[src/rtl/core/mprl_pkg.sv]
// ----------------------------------------------------------------------------
// mprl_pkg
// shared types and constants of the memory poison list recorder
// ----------------------------------------------------------------------------
`default_nettype none

package mprl_pkg;

    // default sizes of the design
    localparam int DEF_MAX_UNITS   = 4;
    localparam int DEF_MAX_ENTRIES = 16;

    // number of unit id registers in the register map
    localparam int NUM_UNIT_IDS = 4;

    // limit used when max_entries is written as zero
    localparam int DEFAULT_LIMIT = 8;

    // depth of the job queue between front and back
    localparam int QUEUE_DEPTH = 2;

    // field widths
    localparam int WORD_W   = 64;
    localparam int CNT_W    = 8;
    localparam int SLOT_W   = 2;
    localparam int UCOUNT_W = 3;
    localparam int CFG_IX_W = 3;

    // register indexes
    typedef enum logic [CFG_IX_W-1:0] {
        CFG_MAX_ENTRIES = 3'd0,
        CFG_UNIT_COUNT  = 3'd1,
        CFG_UNIT_ID_0   = 3'd2,
        CFG_UNIT_ID_1   = 3'd3,
        CFG_UNIT_ID_2   = 3'd4,
        CFG_UNIT_ID_3   = 3'd5
    } t_cfg_index;

    // result status codes
    typedef enum logic [2:0] {
        ST_STORED  = 3'd0,
        ST_DUP     = 3'd1,
        ST_FULL    = 3'd2,
        ST_UNKNOWN = 3'd3,
        ST_NOT_MEM = 3'd4
    } t_status;

    // classification made by the front
    typedef enum logic [1:0] {
        JOB_NOT_MEM,
        JOB_UNKNOWN,
        JOB_LOOKUP
    } t_job_kind;

    // one classified item on its way to the back
    typedef struct packed {
        t_job_kind          kind;
        logic [SLOT_W-1:0]  slot;
        logic [WORD_W-1:0]  addr;
        logic [WORD_W-1:0]  hw_id;
        logic [WORD_W-1:0]  err_time;
    } t_job;

    // queue status seen by the top and the back
    typedef struct packed {
        logic head_valid;
        logic full;
    } t_queue_status;

    // one stored poison entry
    typedef struct packed {
        logic [WORD_W-1:0] addr;
        logic [WORD_W-1:0] hw_id;
        logic [WORD_W-1:0] err_time;
    } t_entry;

endpackage

`default_nettype wire

[src/rtl/core/mprl_front.sv]
// ----------------------------------------------------------------------------
// mprl_front
// configuration registers and classification of incoming reports
// ----------------------------------------------------------------------------
`default_nettype none

module mprl_front
    import mprl_pkg::*;
#(
    parameter int MAX_UNITS = DEF_MAX_UNITS
) (
    input  wire logic                i_clk,
    input  wire logic                i_rst_n,
    // configuration writes
    input  wire logic                i_cfg_we,
    input  wire logic [CFG_IX_W-1:0] i_cfg_index,
    input  wire logic [WORD_W-1:0]   i_cfg_data,
    // incoming report
    input  wire logic                i_is_memory_error,
    input  wire logic [WORD_W-1:0]   i_package_id,
    input  wire logic [WORD_W-1:0]   i_err_addr,
    input  wire logic [WORD_W-1:0]   i_unit_hw_id,
    input  wire logic [WORD_W-1:0]   i_err_time,
    // classified job
    output t_job                     o_job,
    output logic [CNT_W-1:0]         o_max_entries
);

    logic [CNT_W-1:0]    r_max_entries;
    logic [UCOUNT_W-1:0] r_unit_count;
    logic [WORD_W-1:0]   r_unit_id [NUM_UNIT_IDS];

    always_ff @(posedge i_clk) begin
        if (!i_rst_n) begin
            r_max_entries <= CNT_W'(DEFAULT_LIMIT);
            r_unit_count  <= UCOUNT_W'(1);
            for (int k = 0; k < NUM_UNIT_IDS; k++) begin
                r_unit_id[k] <= '0;
            end
        end else if (i_cfg_we) begin
            case (i_cfg_index) inside
                CFG_MAX_ENTRIES: r_max_entries <= i_cfg_data[CNT_W-1:0];
                CFG_UNIT_COUNT:  r_unit_count  <= i_cfg_data[UCOUNT_W-1:0];
                [CFG_UNIT_ID_0:CFG_UNIT_ID_3]: begin
                    r_unit_id[SLOT_W'(i_cfg_index - CFG_UNIT_ID_0)] <= i_cfg_data;
                end
                default: ;
            endcase
        end
    end

    // lowest matching slot wins, slots past unit_count never match
    logic              found;
    logic [SLOT_W-1:0] slot;

    always_comb begin
        found = 1'b0;
        slot  = '0;
        for (int u = MAX_UNITS - 1; u >= 0; u--) begin
            if ((UCOUNT_W'(u) < r_unit_count) && (r_unit_id[u] == i_package_id)) begin
                found = 1'b1;
                slot  = SLOT_W'(u);
            end
        end
    end

    always_comb begin
        o_job.slot     = slot;
        o_job.addr     = i_err_addr;
        o_job.hw_id    = i_unit_hw_id;
        o_job.err_time = i_err_time;
        if (!i_is_memory_error) begin
            o_job.kind = JOB_NOT_MEM;
        end else if (!found) begin
            o_job.kind = JOB_UNKNOWN;
        end else begin
            o_job.kind = JOB_LOOKUP;
        end
    end

    assign o_max_entries = r_max_entries;

endmodule

`default_nettype wire

[config.mk]
export PLATFORM = sky130hd
export DESIGN_NAME = mprl_front
export DESIGN_NICKNAME = d
export VERILOG_FILES = /design/src/rtl/core/mprl_pkg.sv /design/src/rtl/core/mprl_front.sv
export SDC_FILE = /design/constraint.sdc
export NUM_CORES = 1
export LEC_CHECK = 0
export BUFFER_PORTS_ARGS = -buffer_cell sky130_fd_sc_hd__buf_2
export CORE_AREA = 2 2 205 207
export DETAILED_ROUTE_END_ITERATION = 12
export DIE_AREA = 0 0 207 209
export PLACE_DENSITY = 0.6
export SKIP_LAST_GASP = 1
export SLEW_MARGIN = 20
export SYNTH_ARGS = -nofsm -noshare
export SYNTH_HDL_FRONTEND = slang
export SYNTH_SLANG_ARGS = --single-unit
[constraint.sdc]
create_clock -name i_clk -period 8.6 [get_ports i_clk]
set_input_delay 1.72 -clock i_clk [delete_from_list [all_inputs] [get_ports i_clk]]
set_output_delay 1.72 -clock i_clk [all_outputs]
set_load 0.02 [all_outputs]
==> results of run 1 <==
[sequential cells by signal (all words and copies together) (netlist names)]
| name | cells |
|---|---|
| r_unit_id | 256 |
| r_unit_count | 3 |
| o_max_entries | 8 |
[cell families after synthesis]
| logic type | count (synthesis) | synth area share |
|---|---|---|
| AO/OA/AOI/OAI | 33 | 0.0183 |
| XOR/XNOR | 238 | 0.145 |
| buffers and inverters | 248 | 0.117 |
| flip-flops | 267 | 0.550 |
| multiplexers | 3 | 0.00209 |
| AND/OR/NAND/NOR | 388 | 0.168 |
[layer usage]
layer | vias up | track usage
met1 | 4201 | 0.272
met5 | - | 0.00334
met4 | 6 | 0.0599
met2 | 536 | 0.350
met3 | 97 | 0.0954
li1 | 3727 | -
[through the flow]
step | std cells | hold WS, ns
2_1_floorplan | 1177 | 0.466
3_3_place_gp | 1638 | 0.440
3_5_place_dp | 1638 | 0.447
4_1_cts | 1690 | 0.457
5_1_grt | 1691 | 0.476
6_report | 1694 | 0.455
[power groups by stage]
stage                     logic (W)  clock network (W)  registers, W
final                      0.000349            0.00121       0.00155
after global routing       0.000369            0.00127       0.00156
after CTS                  0.000348            0.00122       0.00156
after detailed placement   0.000346                  0       0.00158
after global placement     0.000346                  0       0.00158
after floorplan            0.000293                  0       0.00158
[cell type report]
class | instances | area, µm²
multi-input combinational | 662 | 4840
timing repair buffer | 154 | 811
clock buffer | 39 | 813
antenna | 3 | 7.51
fill | 4059 | 26100
tap | 539 | 674
clock inverter | 13 | 95.1
inverter | 17 | 63.8
sequential | 267 | 7910
[worst register-to-register path: stages (launching register included)]
cell     delay [ns]
dfxtp_1        0.53
mux2i_1        0.12
nor2b_1        0.11
[cells in the mapped netlist, types with 2 or more instances]
| library cell | n |
|---|---|
| nand2_1 | 22 |
| nor3_1 | 7 |
| nor2b_1 | 2 |
| inv_2 | 6 |
| buf_2 | 12 |
| mux2i_1 | 3 |
| a21boi_1 | 7 |
| nor4_2 | 3 |
| o22ai_1 | 5 |
| nor3b_1 | 3 |
| xor2_1 | 147 |
| and2_1 | 256 |
| buf_4 | 193 |
| nand4_1 | 29 |
| a22o_1 | 4 |
| nand2b_1 | 4 |
| xnor2_1 | 91 |
| and3_1 | 2 |
| o21ai_0 | 2 |
| inv_1 | 11 |
| clkbuf_1 | 23 |
| nor4_1 | 36 |
| dfxtp_1 | 11 |
| nand3_1 | 7 |
| o2bb2ai_1 | 6 |
| clkbuf_2 | 2 |
| nor4_4 | 2 |
| edfxtp_1 | 256 |
| nor2_1 | 7 |
| a221oi_1 | 2 |
[worst max-delay path by stage]
stage | endpoint | slack, ns
final | o_job[192] | 2.79
after global routing | o_job[192] | 2.77
after CTS | o_job[192] | 2.78
after global placement | o_job[192] | 2.79
after detailed placement | o_job[192] | 2.80
after floorplan | r_unit_id[0][0] | 1.40
==> summary.md, run 1 <==
| Metric | Value |
|---|---|
| Reg-to-reg endpoint | `r_unit_count[2]` |
| Yosys top cell by area | `edfxtp_1` |
| Area grow syn2layout | `5.80%` |
| CP max FO | `4` |
| Most frequent cells in the layout | `and2_1 (256), edfxtp_1 (256), xor2_1 (147)` |
| Crit path depth | `8` |
| Met2 routed WL | `22.6 mm` |
| Ys flop type | `edfxtp_1` |
| Setup-failing EPs final | `0` |
| Cells after Synth | `1177` |
| Final Worst Setup Slack | `2.79 ns` |
| IO Count | `531` |
| PwrDens | `205 nW/µm²` |
| Routability congestion estimate from global placement | `0.905` |
| Critical Path, Cell by Cell | `buf_2 > xnor2_1 > nand4_1 > nor4_2 > nand4_1 > a2111oi_0 > o21ba_1 > buf_2` |
| Die width | `207 µm` |
| Syn Area/Cell | `12.2 µm²` |
| Max Root-Sink Buffers | `3` |
| Slew Viols, Final | `0` |
| Largest net degree at the start of global routing | `68` |
| Yosys cell types | `46` |
| CP Launch Type | `input port` |
| Via count | `8567` |
| Netlist Area Pre-Place | `14400 µm²` |
| Drt first-iter violations | `770` |
| Drt pass-1 iters | `7` |
| DP Worst Slack | `2.80 ns` |
| Critical hold path startpoint | `o_max_entries[5]` |
| GRT Util Overall | `0.220` |
| Tcrit/Tclk final | `0.675` |
| Layout cell share with drive strength beyond 1 | `0.191` |
| Worst Hold Path EP | `o_max_entries[5]` |
| Worst clock skew | `0 ns` |
| Hold buffers post-CTS | `0` |
| Site Rows | `75` |
| P_int | `0.00232 W` |
| Top routing layer in use | `met5` |
| Via-to-Cell Ratio | `5.06` |
| First-pass GRT wire length | `67.1 mm` |
| Critical Path Start | `i_package_id[40]` |
| Clock root cell | `clkbuf_16` |
| DRC errors left | `0` |
| Total grt overflow | `0` |
| Worst reg2reg setup slack | `7.78 ns` |
| RSZ-0062 raised after global routing | `false` |
| Minimum clock period | `5.81 ns` |
| Ys async rst share | `0` |
| Max cap viols | `0` |
| Initial Utilization | `0.348` |
| Initial antenna violation count | `6` |
| Syn nets | `1504` |
| CTS tree | `built` |
| Worst r2r src | `r_unit_count[2]` |
| Synth top area cells | `edfxtp_1 (53%), and2_1 (11%), buf_4 (10%)` |
| Critical path's top delay family | `compound AO/OA/AOI/OAI gates` |
| Post-synthesis sequential area ratio | `0.550` |
| Post-DP HPWL | `36.5 mm` |
| Type of element capturing the critical path | `output port` |
| Die Y | `209 µm` |
| Post-DRT Antenna Nets | `0` |
| R2R depth | `2` |
| WL per Instance | `28.8 µm` |
| Min-Delay Path Class | `flip-flop to flip-flop` |
| Top-area cell type share of the netlist area | `0.535` |
| Status | `finished, final reports clean` |
| Critical setup path kind | `input port to output port` |
| Die area | `43300 µm²` |
| CTS resizes | `0` |
| VDD IR max | `0.146 mV` |
| Sw Ratio | `0.254` |
| EDFF count, synth | `256` |
| Metal1 wirelength | `19.3 mm` |
| Fin area | `15200 µm²` |
| H-Tree Depth | `1` |
| Clock share of power | `0.389` |
| FMAX | `172 MHz` |
| Final nets | `1458` |
| I/O Buffers | `146` |
| Seq pwr share | `0.499` |
| Register bit total from synthesis | `267` |
| Final WL | `48.8 mm` |
| Worst Path Arrival | `4.09 ns` |
| Worst slew pin tran | `1.09 ns` |
| Synth Warn # | `0` |
| Core area | `41300 µm²` |
| Comb pwr share | `0.112` |
| Pwr Total | `0.00311 W` |
| Number of global-route vias before repair | `8773` |
| Met3 wire len | `5.61 mm` |
| Post-CTS setup buffer count | `0` |
| Slowest stage delay, CP | `0.54 ns` |
| Dpl cell area | `14300 µm²` |
| CTS sink cnt | `267` |
| Num CTS Buffers | `29` |
| Critical-path top delay cell | `a2111oi_0` |
| WP buf/inv | `2` |
| Slew HR | `0.273` |
| CTS clk-pin slew, worst paths | `0.06 ns` |
| Setup TNS | `0 ns` |
| Worst-Skew Late Latency | `0.55 ns` |
| Final core utilization | `0.368` |
| Worst Hold Depth | `2` |
| Fin. Hold Viols | `0` |
| Psw | `0.000791 W` |
| Worst Path Required | `6.88 ns` |
| Leak pwr | `5.52 nW` |
(Power assumes the default switching activity.)
==> inputs of run 2 (changes only) <==
Clock period 8.6 ns to 5.6 ns, I/O delays scaled along.
==> run 2 against run 1 <==
Count of clock-buffer cells in the layout up 5. Clock skew did not move. Largest power group unchanged. Via count fell by 2.0%. Routed wire length shrank 1.2%. Critical path depth rose by 1. Critical path type unchanged. Register-to-register slack got worse by 3.0 ns. Non-clock buffer count increased by 4. Clock power grew 66%. Combinational power rose by 56%.
==> summary.md, run 2 (synthesized netlist as in run 1, its figures left out) <==
| Metric | Value |
|---|---|
| Final core utilization | `0.373` |
| Reg-to-reg endpoint | `r_unit_count[2]` |
| Max Root-Sink Buffers | `3` |
| Worst Hold Depth | `2` |
| Largest net degree at the start of global routing | `65` |
| Worst-Skew Late Latency | `0.55 ns` |
| Die width | `207 µm` |
| Worst clock skew | `0 ns` |
| Fillers | `4004` |
| PwrDens | `321 nW/µm²` |
| Num CTS Buffers | `30` |
| Post-DP HPWL | `36.9 mm` |
| Slew HR | `0.373` |
| WP buf/inv | `3` |
| Hold buffers post-CTS | `0` |
| Area grow syn2layout | `7.07%` |
| Final WL | `48.2 mm` |
| Cells after DPL | `1643` |
| Worst Path Arrival | `3.63 ns` |
| Worst slew pin tran | `0.940 ns` |
| VDD IR max | `0.249 mV` |
| Most frequent cells in the layout | `and2_1 (256), edfxtp_1 (256), xor2_1 (147)` |
| CTS tree | `built` |
| Initial antenna violation count | `5` |
| Critical hold path startpoint | `o_max_entries[4]` |
| Worst Path Required | `4.48 ns` |
| WL per Instance | `28.3 µm` |
| First-pass GRT wire length | `66.2 mm` |
| H-Tree Depth | `1` |
| Total grt overflow | `0` |
| Via-to-Cell Ratio | `4.94` |
| Via count | `8396` |
| Site Rows | `75` |
| Setup TNS | `0 ns` |
| Largest reg by FF count | `r_unit_id` |
| DRC errors left | `0` |
| Min-Delay Path Class | `flip-flop to flip-flop` |
| Critical Path, Cell by Cell | `buf_2 > xnor2_1 > nand4_1 > nor4_2 > nand4_1 > a2111oi_0 > buf_4 > o21ba_1 > buf_2` |
| CP Launch Type | `input port` |
| Drt first-iter violations | `840` |
| Status | `finished, final reports clean` |
| I/O Buffers | `146` |
| Max cap viols | `0` |
| Worst reg2reg setup slack | `4.80 ns` |
| Slew Viols, Final | `0` |
| IO Count | `531` |
| Worst r2r src | `r_unit_count[2]` |
| RSZ-0062 raised after global routing | `false` |
| CP max FO | `4` |
| Core area | `41300 µm²` |
| Fin. Hold Viols | `0` |
| CTS resizes | `0` |
| Pwr Total | `0.00494 W` |
| Routability congestion estimate from global placement | `0.921` |
| Post-CTS setup buffer count | `0` |
| Number of flip-flops in the largest register | `256` |
| Leak pwr | `5.61 nW` |
| Critical path's top delay family | `simple AND/OR/NAND/NOR gates` |
| R2R depth | `2` |
| Drt pass-1 iters | `5` |
| Type of element capturing the critical path | `output port` |
| Antenna Cells | `0` |
| Number of global-route vias before repair | `8516` |
| Slowest stage delay, CP | `0.60 ns` |
| CTS sink cnt | `267` |
| Post-DRT Antenna Nets | `0` |
| Clock root cell | `clkbuf_16` |
| Die area | `43300 µm²` |
| Die Y | `209 µm` |
| Critical-path top delay cell | `a2111oi_0` |
| Hold Slack | `0.453 ns` |
| Initial Utilization | `0.348` |
| Worst Hold Path EP | `o_max_entries[4]` |
| CTS clk-pin slew, worst paths | `0.06 ns` |
| Non-filler cells, final | `1699` |
| Final nets | `1463` |
| Layout cell share with drive strength beyond 1 | `0.193` |
| Setup-failing EPs final | `0` |
| Critical setup path kind | `input port to output port` |
| GRT Util Overall | `0.217` |
| Minimum clock period | `4.75 ns` |
| Tcrit/Tclk final | `0.849` |
| FMAX | `210 MHz` |
run 2: cell count changes in the layout (fill, tap and decap cells not counted), sizes merged:
cell | previous run | this run
buf | 154 | 158
clkbuf | 39 | 44
clkinv | 10 | 9
diode | 3 | 0
clkinvlp | 2 | 0
inv | 17 | 18
bufinv | 1 | 2
run 2: layout make-up:
type,instances,area [µm²],area share
tap,539,674,0.0438
clock buffer,44,906,0.0589
inverter,17,63.8,0.00415
clock inverter,12,106,0.00691
multi-input combinational,662,4840,0.314
sequential,267,7910,0.514
timing repair buffer,158,896,0.0582
run 2: worst max-delay path by stage:
stage                          start              end  slack (ns)  depth (start not counted)
floorplan             i_cfg_index[1]  r_unit_id[0][0]        0.73                          4
global placement    i_package_id[40]       o_job[192]        0.81                          9
detailed placement  i_package_id[40]       o_job[192]        0.84                          9
CTS                 i_package_id[40]       o_job[192]        0.81                          9
global route        i_package_id[41]       o_job[192]        0.70                          9
finish              i_package_id[40]       o_job[192]        0.85                          9
run 2: per-stage QoR:
| stage | worst slack [ns] | instance area [µm²] |
|---|---|---|
| 2_1_floorplan | 0.727 | 14400 |
| 3_3_place_gp | 0.812 | 14400 |
| 3_5_place_dp | 0.842 | 14400 |
| 4_1_cts | 0.813 | 15400 |
| 5_1_grt | 0.696 | 15400 |
| 6_report | 0.848 | 15400 |
run 2: report_power, final:
group,internal [W],switching (W)
combinational,0.000186,0.000359
clock,0.00120,0.000801
sequential,0.00233,0.0000585
run 2: worst min-delay path, delay by kind of cell (launching register included):
family	cells	cell delay (ns)
AOI/OAI and AO/OA	1	0.05
DFF	1	0.31
and+or+nand+nor	1	0.05
run 2: per-layer routing:
metal  wire length (µm)  GRT usage  vias up
met5                122     0.0178        -
met4               1250     0.0603       12
met3               5200     0.0884       84
met2              22400      0.347      481
met1              19200      0.269     4088
li1                   -          -     3731
