### config.mk
export PLATFORM = sky130hd
export DESIGN_NAME = mprl_queue
export DESIGN_NICKNAME = d
export VERILOG_FILES = /design/src/rtl/core/mprl_pkg.sv /design/src/rtl/core/mprl_queue.sv
export SDC_FILE = /design/constraint.sdc
export NUM_CORES = 1
export LEC_CHECK = 0
export BUFFER_PORTS_ARGS = -buffer_cell sky130_fd_sc_hd__buf_2
export CORE_MARGIN = 2
export CORE_UTILIZATION = 47
export DETAILED_ROUTE_END_ITERATION = 16
export PLACE_DENSITY = 0.73
export SLEW_MARGIN = 20
export SYNTH_ARGS = -nofsm -noshare
export SYNTH_HDL_FRONTEND = slang
export SYNTH_SLANG_ARGS = --single-unit
### constraint.sdc
create_clock -name i_clk -period 8.07 [get_ports i_clk]
set_clock_uncertainty 0.15 [all_clocks]
set_input_delay 0.4035 -clock i_clk [delete_from_list [all_inputs] [get_ports i_clk]]
set_output_delay 0.4035 -clock i_clk [all_outputs]
set_load 0.02 [all_outputs]
### src/rtl/core/mprl_pkg.sv
// ----------------------------------------------------------------------------
// mprl_pkg
// shared types and constants of the memory poison list recorder
// ----------------------------------------------------------------------------
`default_nettype none

package mprl_pkg;

    // default sizes of the design
    localparam int DEF_MAX_UNITS   = 4;
    localparam int DEF_MAX_ENTRIES = 16;

    // number of unit id registers in the register map
    localparam int NUM_UNIT_IDS = 4;

    // limit used when max_entries is written as zero
    localparam int DEFAULT_LIMIT = 8;

    // depth of the job queue between front and back
    localparam int QUEUE_DEPTH = 2;

    // field widths
    localparam int WORD_W   = 64;
    localparam int CNT_W    = 8;
    localparam int SLOT_W   = 2;
    localparam int UCOUNT_W = 3;
    localparam int CFG_IX_W = 3;

    // register indexes
    typedef enum logic [CFG_IX_W-1:0] {
        CFG_MAX_ENTRIES = 3'd0,
        CFG_UNIT_COUNT  = 3'd1,
        CFG_UNIT_ID_0   = 3'd2,
        CFG_UNIT_ID_1   = 3'd3,
        CFG_UNIT_ID_2   = 3'd4,
        CFG_UNIT_ID_3   = 3'd5
    } t_cfg_index;

    // result status codes
    typedef enum logic [2:0] {
        ST_STORED  = 3'd0,
        ST_DUP     = 3'd1,
        ST_FULL    = 3'd2,
        ST_UNKNOWN = 3'd3,
        ST_NOT_MEM = 3'd4
    } t_status;

    // classification made by the front
    typedef enum logic [1:0] {
        JOB_NOT_MEM,
        JOB_UNKNOWN,
        JOB_LOOKUP
    } t_job_kind;

    // one classified item on its way to the back
    typedef struct packed {
        t_job_kind          kind;
        logic [SLOT_W-1:0]  slot;
        logic [WORD_W-1:0]  addr;
        logic [WORD_W-1:0]  hw_id;
        logic [WORD_W-1:0]  err_time;
    } t_job;

    // queue status seen by the top and the back
    typedef struct packed {
        logic head_valid;
        logic full;
    } t_queue_status;

    // one stored poison entry
    typedef struct packed {
        logic [WORD_W-1:0] addr;
        logic [WORD_W-1:0] hw_id;
        logic [WORD_W-1:0] err_time;
    } t_entry;

endpackage

`default_nettype wire

### src/rtl/core/mprl_queue.sv
// ----------------------------------------------------------------------------
// mprl_queue
// short job queue between front and back
// ----------------------------------------------------------------------------
`default_nettype none

module mprl_queue
    import mprl_pkg::*;
(
    input  wire logic  i_clk,
    input  wire logic  i_rst_n,
    input  wire logic  i_push,
    input  t_job       i_job,
    input  wire logic  i_pop,
    output t_job       o_head,
    output t_queue_status o_status
);

    localparam int PTR_W = (QUEUE_DEPTH > 1) ? $clog2(QUEUE_DEPTH) : 1;
    localparam int CNT_QW = $clog2(QUEUE_DEPTH + 1);

    t_job              r_mem [QUEUE_DEPTH];
    logic [PTR_W-1:0]  r_wr_ptr;
    logic [PTR_W-1:0]  r_rd_ptr;
    logic [CNT_QW-1:0] r_fill;

    logic do_push;
    logic do_pop;

    assign do_push = i_push && (r_fill != CNT_QW'(QUEUE_DEPTH));
    assign do_pop  = i_pop && (r_fill != '0);

    always_ff @(posedge i_clk) begin
        if (!i_rst_n) begin
            r_wr_ptr <= '0;
            r_rd_ptr <= '0;
            r_fill   <= '0;
        end else begin
            if (do_push) begin
                r_wr_ptr <= (r_wr_ptr == PTR_W'(QUEUE_DEPTH - 1)) ? '0 : r_wr_ptr + 1'b1;
            end
            if (do_pop) begin
                r_rd_ptr <= (r_rd_ptr == PTR_W'(QUEUE_DEPTH - 1)) ? '0 : r_rd_ptr + 1'b1;
            end
            if (do_push && !do_pop) begin
                r_fill <= r_fill + 1'b1;
            end else if (do_pop && !do_push) begin
                r_fill <= r_fill - 1'b1;
            end
        end
    end

    always_ff @(posedge i_clk) begin
        if (do_push) begin
            r_mem[r_wr_ptr] <= i_job;
        end
    end

    assign o_head              = r_mem[r_rd_ptr];
    assign o_status.head_valid = (r_fill != '0);
    assign o_status.full       = (r_fill == CNT_QW'(QUEUE_DEPTH));

`ifndef ASSERT_OFF
    a_no_push_when_full: assert property (@(posedge i_clk) disable iff (!i_rst_n)
        o_status.full |-> !i_push)
        else $error("job pushed into a full queue");
    a_fill_in_range: assert property (@(posedge i_clk) disable iff (!i_rst_n)
        (do_push && !do_pop) |=> (r_fill != '0) && (r_fill <= CNT_QW'(QUEUE_DEPTH)))
        else $error("queue fill count out of range");
`endif

endmodule

`default_nettype wire

==> flow_metrics.py, run 1 <==
metrics = {
    "route": {
        "drt-pass1-iter-count": 4,
        "routed-via-count": 8254,
        "wire_per_inst_um": 19.62,
        "drt_iter0_drc": 409,
        "drc": 0,
        "wl_um": 33260,
        "ant_nets": 0,
        "vias_per_cell": 4.870,
    },
    "clock_tree": {
        "postCtsHoldBufs": 197,
        "numCtsBuffers": 42,
        "clk-insertion-delay-late_ns": 0.51,
        "cts_tree": "yes",
        "cts.sinks": 397,
        "post-cts-setup-buffer-count": 0,
        "htreeDepth": 2,
        "ctsResizeCount": 0,
        "clockBufferDepth": 3,
        "cts_root_buf": "clkbuf_16",
        "path_clk_slew_ns": 0.06,
    },
    "power_and_ir_drop": {
        "switching_share_pct": 29.51,
        "power.density_nw_per_um2": 310.1,
        "p_leak_nw": 8.048,
        "seqPwrFrac_pct": 42.5,
        "ir_worst_vdd_v": 0.0002168,
        "p_comb_share_pct": 29.0,
        "intPower_mw": 4.503,
        "switchingPower_mw": 1.885,
        "clkPwrFrac_pct": 28.4,
        "power_mw": 6.389,
    },
    "cells_and_area": {
        "final_cell_mix": "buf_2, edfxtp_1, dlygate4sd3_1",
        "layout-drive-gt1-share_pct": 51.36,
        "area_growth_syn_to_layout_pct": 37.76,
        "post-route-util_pct": 65.47,
        "final_area_um2": 20600,
        "final_common_cell": "buf_2",
        "stdcell_count": 1695,
        "final_nets": 1459,
    },
    "floorplanning": {
        "die_w_um": 182.4,
        "coreArea_um2": 31470,
        "dieHeight_um": 182.4,
        "die_area_um2": 33270,
        "start_util_pct": 47.52,
        "io_pins": 398,
        "row_count": 65,
    },
    "run": {
        "maxCapViolCount": 0,
    },
    "place": {
        "hpwl_um": 19490,
        "dp_cells": 1419,
        "placed_area_um2": 17310,
        "io_buffers": 397,
        "dp_slack_ns": 4.986,
        "place_congestion": 0.7150,
    },
    "logic_synthesis": {
        "postSynthCellCount": 635,
        "synth_nets": 836,
        "synth_area_um2": 14960,
        "ys_ff_latch": 397,
        "yosysWarnings": 0,
        "syn_avg_cell_area_um2": 23.55,
        "yosysSeqAreaShare_pct": 79.37,
        "synth.distinct_cells": 22,
    },
    "grt": {
        "antenna_found_initial": 6,
        "grt_max_degree": 131,
        "grt_pass1_vias": 8791,
        "grt_overflow": 0,
        "grt_pass1_wl_um": 49130,
        "track_usage_pct": 19.24,
    },
    "critical_path": {
        "cp_max_fo": 130,
        "crit_path_end_kind": "output port",
        "critPathLaunchType": "flop",
        "path_class": "flop to output port",
        "cp.required_ns": 7.52,
        "crit_arrival_ns": 3.02,
    },
    "timing": {
        "fin_crit_sh_pct": 44.33,
        "tns_ns": 0,
        "final_hold_viol_count": 0,
        "worst_slack_ns": 4.492,
        "period_minus_slack_ns": 3.578,
        "setup_violations": 0,
        "whs_ns": 0.1396,
        "maxClockFrequency_mhz": 279.5,
        "tightest_slew_ns": 1.172,
        "rsz0062_at_grt": "false",
        "maxSlewHeadroom_pct": 21.89,
        "slew_violations": 0,
    },
    "outcome": {
        "status": "finished, final reports clean",
    },
    "hold_path": {
        "holdCritPathClass": "input port to flop",
    },
}
worst paths after layout:
path	depth (start not counted)	slack, ns	startpoint	end
setup / recovery	3	4.49	flop	o_head[67]
hold / removal	3	0.14	i_push	r_wr_ptr
setup reg to reg	5	5.01	r_fill[0]	r_mem[0][112]
hold reg to reg	2	0.41	r_fill[1]	r_fill[1]
registers in the layout, indices dropped and copies added (netlist names), named ones only:
name      cells
r_mem       392
r_rd_ptr      1
r_fill        2
r_wr_ptr      1
worst max-delay path: stages (launching register included):
cell and delay, ns:
dfxtp_4 1.02, buf_12 0.61, mux2_4 0.36, buf_2 0.16
cell usage after synthesis (all sizes together):
| library cell | number | share of area [%] |
|---|---|---|
| mux2 | 196 | 18 |
| buf | 22 | 1.4 |
| nand2b | 1 | 0.042 |
| inv | 2 | 0.050 |
| or2 | 1 | 0.042 |
| xor2 | 1 | 0.059 |
| nor3 | 1 | 0.067 |
| o21ai | 2 | 0.067 |
| or3 | 1 | 0.042 |
| dfxtp | 5 | 0.67 |
| xnor2 | 2 | 0.12 |
| ha | 1 | 0.084 |
| and2 | 3 | 0.13 |
| and3 | 1 | 0.042 |
| edfxtp | 392 | 79 |
| o21a | 1 | 0.050 |
| nor2 | 1 | 0.025 |
| a21boi | 2 | 0.10 |
layer usage:
metal | share of wire [%] | routed length [µm] | up-vias | global-route usage, %
li1 | - | - | 3788 | -
met1 | 39 | 13030 | 4033 | 22.68
met5 | 0.063 | 21 | - | 0
met2 | 51 | 16820 | 356 | 33.92
met3 | 7.2 | 2382 | 73 | 5.508
met4 | 3.0 | 1003 | 4 | 6.516
cell type report:
| cell class | instances | area [µm²] |
|---|---|---|
| clock inverter | 23 | 160.2 |
| sequential | 397 | 11880 |
| timing repair buffer | 601 | 4024 |
| fill | 2056 | 10870 |
| multi-input combinational | 214 | 2873 |
| clock buffer | 52 | 1152 |
| tap | 402 | 503.0 |
| antenna | 4 | 10.01 |
| inverter | 2 | 7.507 |
kinds of logic (layout without fill, tap and decap cells):
| group | after synthesis | after routing | share of synthesized area (%) |
|---|---|---|---|
| other cells | 0 | 4 | 0 |
| buf+inv | 24 | 678 | 1.497 |
| flops | 397 | 397 | 79.37 |
| compound gates | 5 | 5 | 0.2175 |
| xor+xnor | 3 | 3 | 0.1757 |
| mux | 196 | 196 | 18.27 |
| fa+ha+maj | 1 | 1 | 0.08364 |
| simple gates | 9 | 9 | 0.3849 |
power by group through the flow:
stage               sequential (mW)  combinational [mW]  clock, mW
floorplan                      2.73                1.33          0
global placement               2.74                1.75          0
detailed placement             2.76                1.76          0
CTS                            2.72                1.84       1.86
global route                   2.74                1.95       1.95
finish                         2.72                1.86       1.82
Note: power is estimated with default switching activity, not from simulation.
==> run 2: changes to the inputs <==
==> constraint.sdc (replaced) <==
create_clock -name i_clk -period 2.93 [get_ports i_clk]
set_clock_uncertainty 0.15 [all_clocks]
set_input_delay 0.1465 -clock i_clk [delete_from_list [all_inputs] [get_ports i_clk]]
set_output_delay 0.1465 -clock i_clk [all_outputs]
set_load 0.02 [all_outputs]
==> run 2 against run 1 <==
  * Combinational power rose to 2.9 times the previous value
  * Design area rose by 0.36%
  * Via count is 0.70% lower
  * Cell count increased by 0.29%
  * Register-to-register slack got worse by 3.9 ns
  * Power increased to 2.7 times the previous value
  * Routed wire length decreased by 0.81%
  * Critical path depth is the same
  * Count of clock-buffer cells in the layout is 5 higher
  * Sequential share of layout area decreased by 0.20 points
  * Global-route usage about the same
  * First-iteration DRC count rose by 5.4%
  * Critical endpoint is now o_head[111]
  * Largest cell class unchanged
  * Highest routed layer unchanged
==> flow_metrics.py, run 2 (synthesis gave the netlist of run 1 again) <==
metrics = {
    "outcome": {
        "status": "finished, final reports clean",
    },
    "clock_tree": {
        "cts.sinks": 397,
        "clockBufferDepth": 3,
        "path_clk_slew_ns": 0.06,
        "numCtsBuffers": 41,
        "cts_tree": "yes",
        "htreeDepth": 2,
        "cts_root_buf": "clkbuf_16",
        "post-cts-setup-buffer-count": 0,
        "clk-insertion-delay-late_ns": 0.52,
    },
    "timing": {
        "worst_slack_ns": 0.7128,
        "setup_violations": 0,
        "final_hold_viol_count": 0,
        "tightest_slew_ns": 0.4954,
        "slew_violations": 0,
        "maxClockFrequency_mhz": 451.0,
        "tns_ns": 0,
        "rsz0062_at_grt": "false",
        "fin_crit_sh_pct": 75.67,
        "period_minus_slack_ns": 2.217,
        "maxSlewHeadroom_pct": 66.97,
    },
    "route": {
        "wire_per_inst_um": 19.40,
        "vias_per_cell": 4.821,
        "wl_um": 32990,
        "ant_nets": 0,
        "drc": 0,
        "drt-pass1-iter-count": 4,
        "drt_iter0_drc": 431,
        "routed-via-count": 8196,
    },
    "cells_and_area": {
        "final_common_cell": "buf_2",
        "final_area_um2": 20680,
        "final_cell_mix": "buf_2, edfxtp_1, dlygate4sd3_1",
        "stdcell_count": 1700,
        "layout-drive-gt1-share_pct": 51.31,
        "regMostFlops": "r_mem",
        "n_fill_cell": 2079,
        "largest_reg_flops": 392,
        "area_growth_syn_to_layout_pct": 38.26,
        "final_nets": 1467,
        "reg_top3": "r_mem (392), r_fill (2)",
    },
    "floorplanning": {
        "dieHeight_um": 182.4,
        "row_count": 65,
        "die_area_um2": 33270,
        "io_pins": 398,
        "start_util_pct": 47.52,
        "die_w_um": 182.4,
        "coreArea_um2": 31470,
    },
    "grt": {
        "antenna_found_initial": 5,
        "grt_pass1_wl_um": 49030,
        "grt_pass1_vias": 8712,
        "track_usage_pct": 19.21,
        "grt_overflow": 0,
        "grt_max_degree": 85,
    },
    "place": {
        "placed_area_um2": 17470,
        "dp_slack_ns": 1.082,
        "io_buffers": 397,
        "place_congestion": 0.7294,
        "dp_cells": 1426,
        "hpwl_um": 20150,
    },
    "power_and_ir_drop": {
        "power.density_nw_per_um2": 839.1,
        "p_comb_share_pct": 30.6,
        "clkPwrFrac_pct": 27.1,
        "switching_share_pct": 29.87,
        "ir_worst_vdd_v": 0.0004610,
        "intPower_mw": 12.17,
        "switchingPower_mw": 5.182,
        "power_mw": 17.35,
        "p_leak_nw": 8.051,
        "seqPwrFrac_pct": 42.3,
    },
    "critical_path": {
        "reg2reg_setup_slack_ns": 1.08,
        "path_class": "flop to output port",
        "crit_path_end_kind": "output port",
        "worst_r2r_endpoint": "r_mem[0][136]",
        "reg2reg_depth": 5,
        "r2r-start": "r_fill[0]",
        "cp.required_ns": 2.63,
        "cp_max_fo": 24,
        "endpoint": "o_head[111]",
        "critPathLaunchType": "flop",
        "crit_arrival_ns": 1.92,
    },
    "hold_path": {
        "holdCritPathClass": "input port to flop",
    },
    "run": {
        "maxCapViolCount": 0,
    },
}
-- run 2: changes by cell type in the layout (fill, tap and decap cells not counted), sizes merged --
cell / before / now
buf: 404 / 411
clkinv: 21 / 11
inv: 2 / 3
clkinvlp: 0 / 2
clkbuf: 52 / 57
bufinv: 2 / 0
dlygate4sd3: 197 / 199
-- run 2: what timing repair did --
action                                  4_1_cts  5_1_grt
gates resized for setup                       0        0
hold endpoints to repair                    397        0
endpoints found under the setup margin        0        0
hold buffers                                199        0
-- run 2: how the worst min path moves through the flow --
stage	from	endpoint	slack [ns]	depth (start not counted)
detailed placement	i_job[178]	r_mem[1][178]	0.19	1
finish	i_push	r_mem[1][123]	0.04	2
global route	i_push	r_mem[1][123]	0.03	2
CTS	i_push	r_mem[1][123]	0.01	2
floorplan	i_job[0]	r_mem[0][0]	0.1	0
global placement	i_job[178]	r_mem[0][178]	0.18	1
-- run 2: critical path, cell delays in order (launching register included) --
cell	delay, ns
dfxtp_4	0.44
buf_4	0.44
mux2_4	0.35
buf_2	0.16
-- run 2: layout make-up --
type | count | area, µm² | area share, %
Sequential cell | 397 | 11880 | 57.43
Timing Repair Buffer | 610 | 4197 | 20.29
Multi-Input combinational cell | 214 | 2880 | 13.93
Clock buffer | 57 | 1129 | 5.458
Tap cell | 402 | 503.0 | 2.432
Clock inverter | 14 | 73.82 | 0.3570
Inverter | 2 | 10.01 | 0.04841
Antenna cell | 4 | 10.01 | 0.04841
-- run 2: power by group through the flow --
stage	combinational (mW)	sequential (mW)	clock, mW
after floorplan	3.67	7.49	0
after global placement	5.07	7.40	0
after detailed placement	5.10	7.45	0
after CTS	5.33	7.34	4.79
after global routing	5.60	7.40	5.02
final	5.31	7.34	4.70
-- run 2: stage by stage --
| stage | util, % | hold WS, ns |
|---|---|---|
| global route | 65.69 | 0.02743 |
| CTS | 65.67 | 0.01285 |
| global placement | 55.52 | 0.1841 |
| finish | 65.70 | 0.03628 |
| detailed placement | 55.52 | 0.1874 |
| floorplan | - | 0.09537 |
-- run 2: metal layers --
metal	wire (µm)	vias up	GRT usage (%)	share of wire [%]
li1	-	3795	-	-
met1	12740	4002	22.49	39
met2	16740	334	33.82	51
met3	2579	63	5.767	7.8
met4	909	2	6.548	2.8
met5	13	-	0	0.039
==> run 3: changes to the inputs <==
==> constraint.sdc (replaced) <==
create_clock -name i_clk -period 1.9 [get_ports i_clk]
set_clock_uncertainty 0.15 [all_clocks]
set_input_delay 0.095 -clock i_clk [delete_from_list [all_inputs] [get_ports i_clk]]
set_output_delay 0.095 -clock i_clk [all_outputs]
set_load 0.02 [all_outputs]
==> run 3 against run 2 <==
  * Register-to-register slack worse by 0.96 ns
  * Critical path depth grew 3
  * Worst setup slack worse by 0.92 ns
  * Core utilization up 6.8 points
  * Highest routed layer unchanged
  * Sequential share of layout area decreased by 5.4 points
  * Combinational power rose by 120%
  * Critical path type unchanged
  * Hold slack improved by 0.12 ns
  * Clock power grew 57%
  * Cell count rose by 2.9%
  * First-iteration DRC count grew 32%
  * The run now ends with setup timing left
  * Largest cell class unchanged
==> flow_metrics.py, run 3 (synthesis gave the netlist of run 1 again) <==
metrics = {
    "cells_and_area": {
        "reg_top3": "r_mem (392), r_fill (2)",
        "layout-drive-gt1-share_pct": 53.19,
        "area_growth_syn_to_layout_pct": 52.59,
        "final_common_cell": "edfxtp_1",
        "final_nets": 1521,
        "final_area_um2": 22820,
        "largest_reg_flops": 392,
        "post-route-util_pct": 72.51,
        "final_cell_mix": "edfxtp_1, buf_2, dlygate4sd3_1",
        "regMostFlops": "r_mem",
        "n_fill_cell": 1748,
    },
    "critical_path": {
        "cp.required_ns": 1.65,
        "path_class": "flop to output port",
        "r2r-start": "r_fill[0]",
        "reg2reg_setup_slack_ns": 0.12,
        "cp_slowest_cell": "dfxtp_4",
        "endpoint": "o_head[2]",
        "crit_path_end_kind": "output port",
        "worstPathCellList": "buf_12 > buf_12 > buf_16 > buf_6 > mux2_4 > buf_6",
        "critPathLaunchType": "flop",
        "cp.buffers_inverters": 5,
        "path_depth": 6,
        "crit_family": "buffers and inverters",
        "slowest_delay_ns": 0.38,
        "reg2reg_depth": 5,
        "crit_arrival_ns": 1.86,
        "cp_max_fo": 5,
        "worst_r2r_endpoint": "r_mem[0][190]",
    },
    "hold_path": {
        "holdCritPathClass": "input port to flop",
        "whs_path_depth": 2,
    },
    "grt": {
        "grt_overflow": 0,
        "grt_pass1_vias": 9379,
        "antenna_found_initial": 2,
        "track_usage_pct": 21.12,
        "grt_max_degree": 41,
        "grt_pass1_wl_um": 53470,
    },
    "route": {
        "drt_iter0_drc": 568,
        "ant_nets": 0,
        "drc": 0,
        "drt-pass1-iter-count": 5,
        "routed-via-count": 8841,
        "wire_per_inst_um": 22.47,
        "vias_per_cell": 5.052,
        "wl_um": 39330,
    },
    "floorplanning": {
        "row_count": 65,
        "die_area_um2": 33270,
        "io_pins": 398,
        "coreArea_um2": 31470,
        "die_w_um": 182.4,
        "start_util_pct": 47.52,
        "dieHeight_um": 182.4,
    },
    "timing": {
        "worst_slack_ns": -0.2049,
        "period_minus_slack_ns": 2.105,
        "final_hold_viol_count": 0,
        "fin_crit_sh_pct": 110.8,
        "setup_violations": 195,
        "slew_violations": 0,
        "maxClockFrequency_mhz": 475.1,
        "rsz0062_at_grt": "true",
        "tns_ns": -27.38,
        "tightest_slew_ns": 0.2601,
        "maxSlewHeadroom_pct": 82.60,
    },
    "run": {
        "maxCapViolCount": 0,
    },
    "place": {
        "place_congestion": 0.7467,
        "placed_area_um2": 17910,
        "io_buffers": 397,
        "hpwl_um": 21330,
        "dp_slack_ns": 0.1277,
    },
    "clock_tree": {
        "htreeDepth": 2,
        "clk-insertion-delay-late_ns": 0.52,
        "cts_tree": "yes",
        "numCtsBuffers": 40,
        "cts_root_buf": "clkbuf_16",
        "cts.sinks": 397,
        "clockBufferDepth": 3,
        "path_clk_slew_ns": 0.06,
    },
    "outcome": {
        "status": "complete, but fails checks",
        "violations": "setup timing",
    },
    "power_and_ir_drop": {
        "ir_worst_vdd_v": 0.0008027,
        "p_leak_nw": 8.945,
        "power.density_nw_per_um2": 1340,
        "power_mw": 30.58,
    },
}
[run 3: cell count changes in the layout (fill, tap and decap cells not counted), sizes merged, moves of 2 or more]
cell	delta
diode	-2
clkbuf	+5
bufinv	+2
buf	+48
[run 3: worst register-to-register path: stages (launching register included)]
cell	delay, ns
dfxtp_2	0.37
nand2b_4	0.16
inv_4	0.04
nor3_4	0.26
buf_12	0.27
buf_12	0.22
[run 3: stage by stage]
stage / std cells / hold slack, ns
final: 1750 / 0.1537
after global routing: 1750 / 0.1354
after CTS: 1738 / 0.1288
after detailed placement: 1452 / 0.1362
after global placement: 1452 / 0.1331
after floorplan: 635 / 0.04387
[run 3: routing by layer]
metal	share of wire, %	routed length (µm)	up-vias	global-route usage (%)
met4	3.0	1175	2	6.677
li1	-	-	3921	-
met5	0.092	36	-	0
met3	7.3	2859	80	5.228
met2	52	20630	442	38.79
met1	37	14620	4396	24.28
[run 3: worst min path at each step]
stage | from | to
CTS | i_job[4] | r_mem[0][4]
global route | i_job[24] | r_mem[1][24]
detailed placement | i_job[167] | r_mem[0][167]
floorplan | i_job[0] | r_mem[0][0]
global placement | i_job[182] | r_mem[1][182]
finish | i_job[24] | r_mem[1][24]
[run 3: repair_timing]
action                                  4_1_cts  5_1_grt
hold endpoints to repair                    397        0
cloned                                        9        7
hold buffers                                199        0
setup buffers                                10        3
endpoints found under the setup margin      188      196
resized for setup                           197      179
[run 3: final cells by class]
cell class | instances | area [µm²] | area share, %
tap | 402 | 503.0 | 2.204
antenna | 2 | 5.005 | 0.02193
clock inverter | 13 | 108.9 | 0.4769
inverter | 2 | 10.01 | 0.04386
clock buffer | 55 | 1079 | 4.726
timing repair buffer | 665 | 6282 | 27.53
sequential | 397 | 11880 | 52.04
multi-input combinational | 214 | 2959 | 12.97
[run 3: where the power goes]
part / internal [mW] / switching (mW) / total (mW)
Sequential: 11.0 / 0.354 / 11.3
Clock: 4.22 / 3.14 / 7.36
Combinational: 6.36 / 5.50 / 11.9
